## config.mk

```make
export PLATFORM = sky130hd
export DESIGN_NAME = hashed_lru_buffer_cache_top
export DESIGN_NICKNAME = d
export VERILOG_FILES = /design/src/rtl/hlbc_pkg.sv /design/src/rtl/hlbc_mod.sv /design/src/rtl/hashed_lru_buffer_cache_top.sv
export SDC_FILE = /design/constraint.sdc
export NUM_CORES = 2
export LEC_CHECK = 0
export BUFFER_PORTS_ARGS = -buffer_cell sky130_fd_sc_hd__buf_2
export CORE_MARGIN = 2
export CORE_UTILIZATION = 50
export CTS_CLUSTER_SIZE = 12
export DETAILED_ROUTE_END_ITERATION = 10
export HOLD_SLACK_MARGIN = 0.06
export PLACE_DENSITY = 0.69
export SYNTH_ARGS = -nofsm -noshare
export SYNTH_HDL_FRONTEND = slang
export SYNTH_SLANG_ARGS = --single-unit
```

## constraint.sdc

```tcl
create_clock -name clk -period 8.4 [get_ports clk]
set_input_delay 0.42 -clock clk [delete_from_list [all_inputs] [get_ports clk]]
set_output_delay 0.42 -clock clk [all_outputs]
set_load 0.01 [all_outputs]
```

## src/rtl/hlbc_pkg.sv

```systemverilog
// ---------------------------------------------------------------------------
// hlbc_pkg
// Shared types and constants for the hashed LRU buffer cache.
// ---------------------------------------------------------------------------
package hlbc_pkg;
  localparam int NUM_BUFFERS_DEF = 32;
  localparam int NUM_BUCKETS_DEF = 13;
  localparam int REF_MAX = 255;

  typedef enum logic [1:0] {
    REQ_ACQUIRE = 2'd0,
    REQ_RELEASE = 2'd1,
    REQ_PIN     = 2'd2,
    REQ_UNPIN   = 2'd3
  } req_t;
endpackage

```

## src/rtl/hlbc_mod.sv

```systemverilog
// ---------------------------------------------------------------------------
// hlbc_mod
// Remainder of a 32-bit block number by the bucket count, one byte a cycle
// through two constant tables and a single compare and subtract.
// ---------------------------------------------------------------------------
module hlbc_mod import hlbc_pkg::*; #(
  parameter int NUM_BUCKETS = NUM_BUCKETS_DEF,
  parameter int BW = (NUM_BUCKETS > 1) ? $clog2(NUM_BUCKETS) : 1
) (
  input  logic          clk,
  input  logic          rst,
  input  logic          start,
  input  logic [31:0]   value,
  output logic          done,
  output logic [BW-1:0] rem
);
  localparam logic [BW:0] NB = (BW+1)'(NUM_BUCKETS);
  logic [31:0]   sh;
  logic [1:0]    cnt;
  logic          busy;
  logic [BW:0]   sum;
  logic [BW-1:0] atab [2**BW];
  logic [BW-1:0] btab [256];

  for (genvar g = 0; g < 2**BW; g++) begin : g_atab
    assign atab[g] = BW'((g * 256) % NUM_BUCKETS);
  end

  for (genvar g = 0; g < 256; g++) begin : g_btab
    assign btab[g] = BW'(g % NUM_BUCKETS);
  end

  assign sum = {1'b0, atab[rem]} + {1'b0, btab[sh[31:24]]};

  always_ff @(posedge clk) begin
    if (rst) begin
      busy <= 1'b0;
      done <= 1'b0;
      cnt  <= '0;
      rem  <= '0;
      sh   <= '0;
    end else begin
      done <= 1'b0;
      if (start) begin
        busy <= 1'b1;
        sh   <= value;
        rem  <= '0;
        cnt  <= '0;
      end else if (busy) begin
        rem <= (sum >= NB) ? BW'(sum - NB) : BW'(sum);
        sh  <= {sh[23:0], 8'd0};
        cnt <= cnt + 2'd1;
        if (cnt == 2'd3) begin
          busy <= 1'b0;
          done <= 1'b1;
        end
      end
    end
  end
endmodule

```

## src/rtl/hashed_lru_buffer_cache_top.sv

```systemverilog
// Pin, unpin and a release that keeps a reference go from idle straight to the
// output state; a release to zero first passes S_REL, S_MOD, S_URD, S_UNL, S_PRD,
// S_PUSH1 and S_PUSH2. Acquire: hlbc_mod gives the bucket, then the bucket list is
// walked for a hit and the lists for a free buffer. One item at a time, ready low
// meanwhile. Reset clears tags, counts and valid bits; links are rebuilt by a sweep
// through S_INIT, S_PUSH1 and S_PUSH2 during which no item is taken.
// ---------------------------------------------------------------------------
// hashed_lru_buffer_cache_top
// Tag store and per-bucket recency lists walked by a small sequencer.
// ---------------------------------------------------------------------------
module hashed_lru_buffer_cache_top import hlbc_pkg::*; #(
  parameter int NUM_BUFFERS = NUM_BUFFERS_DEF,
  parameter int NUM_BUCKETS = NUM_BUCKETS_DEF
) (
  input  logic        clk,
  input  logic        rst,
  input  logic        in_valid,
  output logic        in_ready,
  input  logic [1:0]  req_type,
  input  logic [7:0]  dev,
  input  logic [31:0] block_num,
  input  logic [4:0]  buf_index,
  output logic        out_valid,
  input  logic        out_ready,
  output logic [4:0]  slot,
  output logic        hit,
  output logic        need_read,
  output logic        status
);
  localparam int NODES = NUM_BUFFERS + NUM_BUCKETS;
  localparam int NW = $clog2(NODES + 1);
  localparam int BIW = (NUM_BUFFERS > 1) ? $clog2(NUM_BUFFERS) : 1;
  localparam int BW = (NUM_BUCKETS > 1) ? $clog2(NUM_BUCKETS) : 1;
  localparam logic [NW-1:0] NBUF = NW'(NUM_BUFFERS);

  typedef enum logic [13:0] {
    S_INIT   = 14'h0001,
    S_IDLE   = 14'h0002,
    S_MOD    = 14'h0004,
    S_SRCH   = 14'h0008,
    S_FREE   = 14'h0010,
    S_ONEXT  = 14'h0020,
    S_URD    = 14'h0040,
    S_UNL    = 14'h0080,
    S_PRD    = 14'h0100,
    S_PUSH1  = 14'h0200,
    S_PUSH2  = 14'h0400,
    S_GRANT  = 14'h0800,
    S_OUT    = 14'h1000,
    S_REL    = 14'h2000
  } state_t;

  state_t state;
  logic [7:0]    tdev  [NUM_BUFFERS];
  logic [31:0]   tblk  [NUM_BUFFERS];
  logic          vld   [NUM_BUFFERS];
  logic [7:0]    rc    [NUM_BUFFERS];
  logic [NW-1:0] nxt   [NODES];
  logic [NW-1:0] prv   [NODES];

  logic [1:0]    rq;
  logic [7:0]    rdev;
  logic [31:0]   rblk;
  logic [4:0]    ridx;
  logic [BW-1:0] bkt, ibkt;
  logic [BW:0]   kscan;
  logic [NW-1:0] head, cur, node, hd2;
  logic [NW-1:0] guard;
  logic [NW:0]   icnt;
  logic          stolen;

  logic [NW-1:0] n_ra, p_ra, n_wa, p_wa, n_wd, p_wd, nxt_q, prv_q;
  logic          n_we, p_we;

  logic          mstart, mdone;
  logic [31:0]   mval;
  logic [BW-1:0] mrem;

  hlbc_mod #(.NUM_BUCKETS(NUM_BUCKETS), .BW(BW)) u_mod (
    .clk(clk), .rst(rst), .start(mstart), .value(mval), .done(mdone), .rem(mrem)
  );

  assign in_ready = (state == S_IDLE);
  assign out_valid = (state == S_OUT);

  logic [BIW-1:0] ci, fi, ni;
  assign ci = nxt_q[BIW-1:0];
  assign fi = prv_q[BIW-1:0];
  assign ni = node[BIW-1:0];

  always_comb begin
    mstart = 1'b0;
    mval   = block_num;
    if (state == S_IDLE && in_valid && req_t'(req_type) == REQ_ACQUIRE) mstart = 1'b1;
    if (state == S_REL) begin
      mstart = 1'b1;
      mval   = tblk[ridx[BIW-1:0]];
    end
  end

  always_comb begin
    n_ra = head;
    p_ra = head;
    n_we = 1'b0;
    n_wa = node;
    n_wd = nxt_q;
    p_we = 1'b0;
    p_wa = node;
    p_wd = head;
    case (state)
      S_INIT: begin
        n_ra = NBUF + NW'(ibkt);
        if (icnt < (NW+1)'(NUM_BUCKETS)) begin
          n_we = 1'b1;
          n_wa = NBUF + NW'(icnt);
          n_wd = NBUF + NW'(icnt);
          p_we = 1'b1;
          p_wa = NBUF + NW'(icnt);
          p_wd = NBUF + NW'(icnt);
        end
      end
      S_MOD: n_ra = NBUF + NW'(mrem);
      S_SRCH: n_ra = nxt_q;
      S_FREE: p_ra = prv_q;
      S_ONEXT: begin
        if (kscan < (BW+1)'(NUM_BUCKETS)) p_ra = NBUF + NW'(kscan);
      end
      S_URD: begin
        n_ra = node;
        p_ra = node;
      end
      S_UNL: begin
        n_we = 1'b1;
        n_wa = prv_q;
        n_wd = nxt_q;
        p_we = 1'b1;
        p_wa = nxt_q;
        p_wd = prv_q;
      end
      S_PUSH1: begin
        n_we = 1'b1;
        n_wa = node;
        n_wd = nxt_q;
        p_we = 1'b1;
        p_wa = node;
        p_wd = head;
      end
      S_PUSH2: begin
        n_we = 1'b1;
        n_wa = head;
        n_wd = node;
        p_we = 1'b1;
        p_wa = cur;
        p_wd = node;
      end
      default: ;
    endcase
  end

  always_ff @(posedge clk) begin
    nxt_q <= nxt[n_ra];
    prv_q <= prv[p_ra];
    if (n_we) nxt[n_wa] <= n_wd;
    if (p_we) prv[p_wa] <= p_wd;
  end

  always_ff @(posedge clk) begin
    if (rst) begin
      state <= S_INIT;
      icnt  <= '0;
      ibkt  <= '0;
      for (int i = 0; i < NUM_BUFFERS; i++) begin
        tdev[i] <= '0;
        tblk[i] <= '0;
        vld[i]  <= 1'b0;
        rc[i]   <= '0;
      end
    end else begin
      case (state)
        S_INIT: begin
          icnt <= icnt + 1'b1;
          if (icnt >= (NW+1)'(NUM_BUCKETS)) begin
            node <= NW'(icnt - (NW+1)'(NUM_BUCKETS));
            head <= NBUF + NW'(ibkt);
            ibkt <= (ibkt == BW'(NUM_BUCKETS - 1)) ? '0 : ibkt + 1'b1;
            if (icnt == (NW+1)'(NODES)) state <= S_IDLE;
            else state <= S_PUSH1;
          end
        end
        S_IDLE: begin
          if (in_valid) begin
            rq <= req_type; rdev <= dev; rblk <= block_num; ridx <= buf_index;
            slot <= buf_index; hit <= 1'b0; need_read <= 1'b0; status <= 1'b0;
            stolen <= 1'b0;
            if (req_t'(req_type) == REQ_ACQUIRE) state <= S_MOD;
            else if ({1'b0, buf_index} >= 6'(NUM_BUFFERS)) state <= S_OUT;
            else begin
              case (req_t'(req_type))
                REQ_PIN: begin
                  if (rc[buf_index[BIW-1:0]] != 8'(REF_MAX))
                    rc[buf_index[BIW-1:0]] <= rc[buf_index[BIW-1:0]] + 8'd1;
                  state <= S_OUT;
                end
                REQ_UNPIN: begin
                  if (rc[buf_index[BIW-1:0]] != 8'd0)
                    rc[buf_index[BIW-1:0]] <= rc[buf_index[BIW-1:0]] - 8'd1;
                  state <= S_OUT;
                end
                default: begin
                  if (rc[buf_index[BIW-1:0]] == 8'd1) state <= S_REL;
                  else begin
                    if (rc[buf_index[BIW-1:0]] != 8'd0)
                      rc[buf_index[BIW-1:0]] <= rc[buf_index[BIW-1:0]] - 8'd1;
                    state <= S_OUT;
                  end
                end
              endcase
            end
          end
        end
        S_REL: begin
          rc[ridx[BIW-1:0]] <= 8'd0;
          node <= NW'(ridx);
          state <= S_MOD;
        end
        S_MOD: begin
          if (mdone) begin
            bkt  <= mrem;
            head <= NBUF + NW'(mrem);
            if (rq == 2'(REQ_ACQUIRE)) begin
              guard <= '0;
              state <= S_SRCH;
            end else state <= S_URD;
          end
        end
        S_SRCH: begin
          if (nxt_q == head || nxt_q >= NBUF || guard == NW'(NODES)) begin
            hd2 <= head;
            guard <= '0;
            state <= S_FREE;
          end else if (tdev[ci] == rdev && tblk[ci] == rblk) begin
            hit <= 1'b1;
            if (rc[ci] != 8'(REF_MAX)) rc[ci] <= rc[ci] + 8'd1;
            node <= nxt_q;
            state <= S_GRANT;
          end else begin
            guard <= guard + 1'b1;
          end
        end
        S_FREE: begin
          if (prv_q == hd2 || prv_q >= NBUF || guard == NW'(NODES)) begin
            if (!stolen) begin
              stolen <= 1'b1;
              kscan <= '0;
            end else kscan <= kscan + 1'b1;
            state <= S_ONEXT;
          end else if (rc[fi] == 8'd0) begin
            node <= prv_q;
            tdev[fi] <= rdev; tblk[fi] <= rblk; vld[fi] <= 1'b0; rc[fi] <= 8'd1;
            if (stolen) state <= S_URD;
            else state <= S_GRANT;
          end else begin
            guard <= guard + 1'b1;
          end
        end
        S_ONEXT: begin
          if (kscan >= (BW+1)'(NUM_BUCKETS)) begin
            slot <= '0; status <= 1'b1; state <= S_OUT;
          end else if (kscan == {1'b0, bkt}) kscan <= kscan + 1'b1;
          else begin
            hd2 <= NBUF + NW'(kscan);
            guard <= '0;
            state <= S_FREE;
          end
        end
        S_URD: state <= S_UNL;
        S_UNL: state <= S_PRD;
        S_PRD: state <= S_PUSH1;
        S_PUSH1: begin
          cur <= nxt_q;
          state <= S_PUSH2;
        end
        S_PUSH2: begin
          if (icnt <= (NW+1)'(NODES)) state <= S_INIT;
          else if (rq == 2'(REQ_ACQUIRE)) state <= S_GRANT;
          else state <= S_OUT;
        end
        S_GRANT: begin
          slot <= 5'(node);
          need_read <= ~vld[ni];
          vld[ni] <= 1'b1;
          state <= S_OUT;
        end
        S_OUT: begin
          if (out_ready) state <= S_IDLE;
        end
        default: state <= S_IDLE;
      endcase
    end
  end
endmodule
```

# == Word-level counts from Yosys, hierarchy flattened ==
# Memories as Yosys holds them, arrays and structs flattened. A register that Yosys moved wholly into a read port is not among the register bits.
# Cells that the tools add are included.
# word_totals
output_inout_bits,10
romBits,1088
inputBits,51
memories,8
mem_bits_rw,2108
regBits,160
elab_cells,316
# memory_table
memory,depth,word_bits,rd,rd_ports_with_merged_regs,wr,line,text
(name not given),256,4,1,0,0,hlbc_mod.sv:33,"assign sum = {1'b0, atab[rem]} + {1'b0, btab[sh[31:24]]};"
tblk,32,32,2,1,32,hashed_lru_buffer_cache_top.sv:55,logic [31:0] tblk [NUM_BUFFERS];
nxt,45,6,1,1,1,hashed_lru_buffer_cache_top.sv:58,logic [NW-1:0] nxt [NODES];
prv,45,6,1,1,1,hashed_lru_buffer_cache_top.sv:59,logic [NW-1:0] prv [NODES];
rc,32,8,3,0,32,hashed_lru_buffer_cache_top.sv:57,logic [7:0] rc [NUM_BUFFERS];
tdev,32,8,1,0,32,hashed_lru_buffer_cache_top.sv:54,logic [7:0] tdev [NUM_BUFFERS];
2 more memories,--,--,--,--,--,--,
# classes
muxes,155
addsub,15
bitwise_logic,7
order_cmp,10
n_eq_ne,48
n_reduce_logical,49
# ops
cell,count
14-bit case mux with 14 select lines,1
14-bit 2-to-1 mux,13
6-bit 2-to-1 mux,22
32-bit 2-to-1 mux,4
5-bit 2-to-1 mux,16
6-bit case mux with 3 select lines,4
6-bit case mux with 4 select lines,3
1-bit 2-to-1 mux,64
8-bit 2-to-1 mux,7
8-bit OR reduction,5
6-bit case mux with 2 select lines,3
32-bit == test,1
32-bit OR reduction,1
2-bit inequality test (second input constant),14
13-bit 2-to-1 mux,2
4-bit 2-to-1 mux,6
8-bit by 1-bit adder with 8-bit output (second input constant),2
8-bit inequality test (second input constant),2
4-bit AND reduction,4
2-bit nonzero test,8
5-bit case mux with 3 select lines,1
5-bit AND reduction,3
14-bit by 1-bit == test with 1-bit output (second input constant),1
14-bit by 10-bit == test with 1-bit output (second input constant),1
65 further kinds,96

# == Longest topological paths before layout ==
# An unclocked memory read counts as a cell.
# depth
ltp_word,16
mapped_depth,25
ltp_nobuf,20

# == Modules after synthesis ==
# From an unflattened synthesis, not the netlist that was laid out.
# hier_totals
cells_unflattened,8298
area_unflattened_um2,115841.1
# by_module_without_submodules
mod,seq_area_each_um2,area_per_inst_um2,cells_each,n_inst
hashed_lru_buffer_cache_top,66854.1,112111.3,7791,1
hlbc_mod,800.8,3729.8,507,1

# == Worst setup path before layout ==
# No wires, ideal clock.
# synth_timing
kind,register to register
start,mem rc[10][7]
end,"mem tblk[13][0], enable pin"
required_ps,7907
path_buffers,3
setup_ps,493
period_less_slack_ps,6254
arrival_time_ps,5761
slack_ps,2146
stages_incl_launch_ff,13
path_cell_list,edfxtp_1 or4_1 o41ai_1 a31oi_1 o41a_1 a21oi_1 o211ai_1 nor3_1 buf_2 nand3b_1 clkbuf_1 clkbuf_1 o21ai_0
# synth_lines
element,line
start: declaration,hashed_lru_buffer_cache_top.sv:57
end: declaration,hashed_lru_buffer_cache_top.sv:55

==> qor.txt <==
Pwr Density = 270 mW/mm²
Clk pwr share = 29.1%
gr usage total = 33.1%
initial core utilization = 50.2%
final hold viol count = 0
share of flip-flops with an asynchronous set or reset = 0%
violated checks = capacitance limit, slew limit
R2R cell count = 14
Core ar. = 0.232 mm²
critical path peak fanout = 46
Max Fclk = 131 MHz
RSZ-0062 raised after global routing = false
DR pass1 iterations = 9
layout cells sized above 1 = 18.3%
largest net degree at the start of global routing = 99
die area = 0.236 mm²
Hold WS = 147 ps
Pleak = 44.1 nW
most frequent cells in the layout = edfxtp_1, and2_1, mux4_2
post-CTS sizing = 0
CP Class = reg2reg
Worst slew margin = -2.08%
Most used DFF post-synth = edfxtp_1
global-route wire length before repair = 562,000 µm
Worst Tran Pin Value = 1530 ps
TritonCTS Sinks = 2,282
DR DRC count = 0
hold path depth = 1
clock latency on the worst-skew pair = 930 ps
Setup TNS = 0 ps
min-delay worst type = in2reg
First DRT Iteration DRCs = 14,000
Chip Height = 486 µm
Non-Filler Instances = 11,700
H-tree lvl count = 4
grt total ovfl = 0
Post-synth EDFFs = 2,195
switch share = 34.7%
Routed WL per cell = 34.0 µm
Antenna Nets Post-Route = 0
initial antenna violation count = 33
final WL = 397,000 µm
Avg Synthesized Cell Area = 13.5 µm²
# setup viols final = 0
FP Rows = 177
Syn Inst Count = 8,591
status = finished with violations
#FFs+latches synth = 2,282
most common cell after layout, fill and taps aside = edfxtp_1
RD Place Congestion = 0.990
Layout area overhead = 10.1%
placed cells = 11,200
number of max-cap violations = 1
CTS tree = built
yosys warns = 0
final clock skew = 124 ps
I/O Buffers = 60
number of global-route vias before repair = 77,900
Layout Nets = 8,528
Flop pwr share = 40.4%
Required @ worst endpoint = 8850 ps
Psw = 12.0 mW
I/O pin total = 61
syn_nets = 8,682
sequential-to-total area share from yosys stat = 58.2%
CTS root buf = clkbuf_16
end-of-flow core utilization = 55.2%
CTS Buffer Depth = 3
Final Critical Period = 7620 ps
Arr. time, crit path = 8060 ps
Logic pwr share = 30.5%
CTS clk-pin slew, worst paths = 70 ps
crit path capture type = flop
TritonCTS Buffers = 236
Vias/cell = 6.88
hpwl dp = 248,000 µm
Vias = 80,300
fin crit share = 90.7%
startpoint types = flop
Final Max Slew Viols = 21
die width = 486 µm
synthesized area = 0.116 mm²
Unique masters post-synth = 105
Worst VDD drop = 0.297 mV
Int Power = 22.6 mW
==> cells by family (layout without fill, tap and decap cells) <==
logic type	after synthesis	count (layout)	share of synthesized area, %
multiplexers	1062	1062	17.1
buffers and inverters	826	859	3.09
other	0	14	0
XOR/XNOR	76	76	0.572
AO/OA/AOI/OAI	993	993	5.76
AND/OR/NAND/NOR	3312	3312	14.9
flip-flops	2282	2282	58.2
adder cells (fa/ha/maj)	40	40	0.437
==> cell usage after synthesis, drive strengths merged (9+ instances only) <==
| library cell | instances | area share, % |
|---|---|---|
| nand3 | 202 | 0.91 |
| nand3b | 13 | 0.095 |
| a21boi | 10 | 0.065 |
| a21o | 23 | 0.15 |
| ha | 39 | 0.42 |
| a31oi | 100 | 0.54 |
| clkbuf | 541 | 1.7 |
| nand2b | 21 | 0.11 |
| buf | 233 | 1.2 |
| o211ai | 9 | 0.058 |
| xnor2 | 44 | 0.33 |
| or2 | 17 | 0.091 |
| a22o | 10 | 0.075 |
| dfxtp | 87 | 1.5 |
| mux2 | 32 | 0.31 |
| a22oi | 96 | 0.62 |
| mux2i | 299 | 2.6 |
| or3 | 40 | 0.22 |
| mux4 | 731 | 14 |
| a32oi | 15 | 0.11 |
| o31ai | 10 | 0.065 |
| and3 | 44 | 0.24 |
| nor4 | 44 | 0.24 |
| nand2 | 676 | 2.2 |
| edfxtp | 2195 | 57 |
| and2 | 1312 | 7.1 |
| a21oi | 191 | 0.83 |
| a311oi | 37 | 0.28 |
| or4 | 18 | 0.12 |
| nand4 | 47 | 0.36 |
| nor3b | 17 | 0.11 |
| xor2 | 32 | 0.24 |
| o21a | 9 | 0.058 |
| nor2b | 35 | 0.19 |
| a221oi | 28 | 0.23 |
| a211oi | 129 | 0.84 |
| o22ai | 50 | 0.27 |
| inv | 50 | 0.16 |
| nor3 | 154 | 0.68 |
| o311ai | 9 | 0.068 |
| o21ai | 175 | 0.76 |
| nor2 | 640 | 2.1 |
==> worst paths after layout <==
| path | slack, ps | endpoint | start |
|---|---|---|---|
| max | 780 | rc[26][7] | nxt_q[1] |
| min | 150 | ridx[2] | buf_index[2] |
| max reg2reg | 780 | rc[26][7] | nxt_q[1] |
| min reg2reg | 520 | u_mod.cnt[0] | u_mod.cnt[0] |
==> area by class of cell <==
| class | instances | area (µm²) |
|---|---|---|
| clock buffer | 328 | 6400 |
| timing repair buffer | 382 | 3160 |
| clock inverter | 97 | 888 |
| tap | 3043 | 3810 |
| inverter | 52 | 198 |
| multi-input combinational | 5483 | 45800 |
| antenna | 14 | 35.0 |
| sequential | 2282 | 67700 |
| fill | 18400 | 104000 |
==> sequential cells by signal (all words and copies together) (netlist names), 7 cells and up, named ones only <==
name,cells
rdev,8
tblk,1024
prv,270
nxt,270
rc,256
vld,32
rblk,32
state,14
icnt,7
u_mod.sh,32
tdev,256
==> worst max-delay path, stage by stage, from the launching register on <==
cell,delay (ps)
dfxtp_4,980
buf_4,550
buf_4,640
mux4_2,360
o22ai_1,110
nor4_1,510
xnor2_1,210
nand4_1,270
nor3_1,690
buf_4,280
and4_1,410
mux2i_2,170
a21oi_2,1000
nand3b_4,430
o21ai_0,380
==> power by group through the flow <==
stage               sequential (mW)  combinational (mW)  clock (mW)
global route                   14.0                11.0        10.5
floorplan                      13.9                6.91           0
CTS                            14.0                10.3        10.1
finish                         14.0                10.5        10.1
global placement               14.2                10.1           0
detailed placement             14.2                10.2           0
==> metal layers <==
layer	vias up	wire (µm)	global-route usage [%]
li1	32300	-	-
met1	40200	141000	43.9
met2	6478	177000	49.5
met3	1309	56200	9.77
met4	24	23300	16.9
met5	-	190	0
==> per-stage QoR <==
step / power, mW / cell area (µm²) / worst slack (ps)
2_1_floorplan: 20.8 / 116000 / 2150
6_report: 34.6 / 128000 / 784
4_1_cts: 34.4 / 128000 / 1100
5_1_grt: 35.5 / 128000 / 812
3_3_place_gp: 24.3 / 120000 / 707
3_5_place_dp: 24.4 / 120000 / 1150
==> what timing repair did <==
action,in CTS,in global routing
hold buffers,47,0
endpoints found under the hold margin,93,0
setup buffers,0,0
endpoints found under the setup margin,0,0
Power figures use the tool's default switching activity.
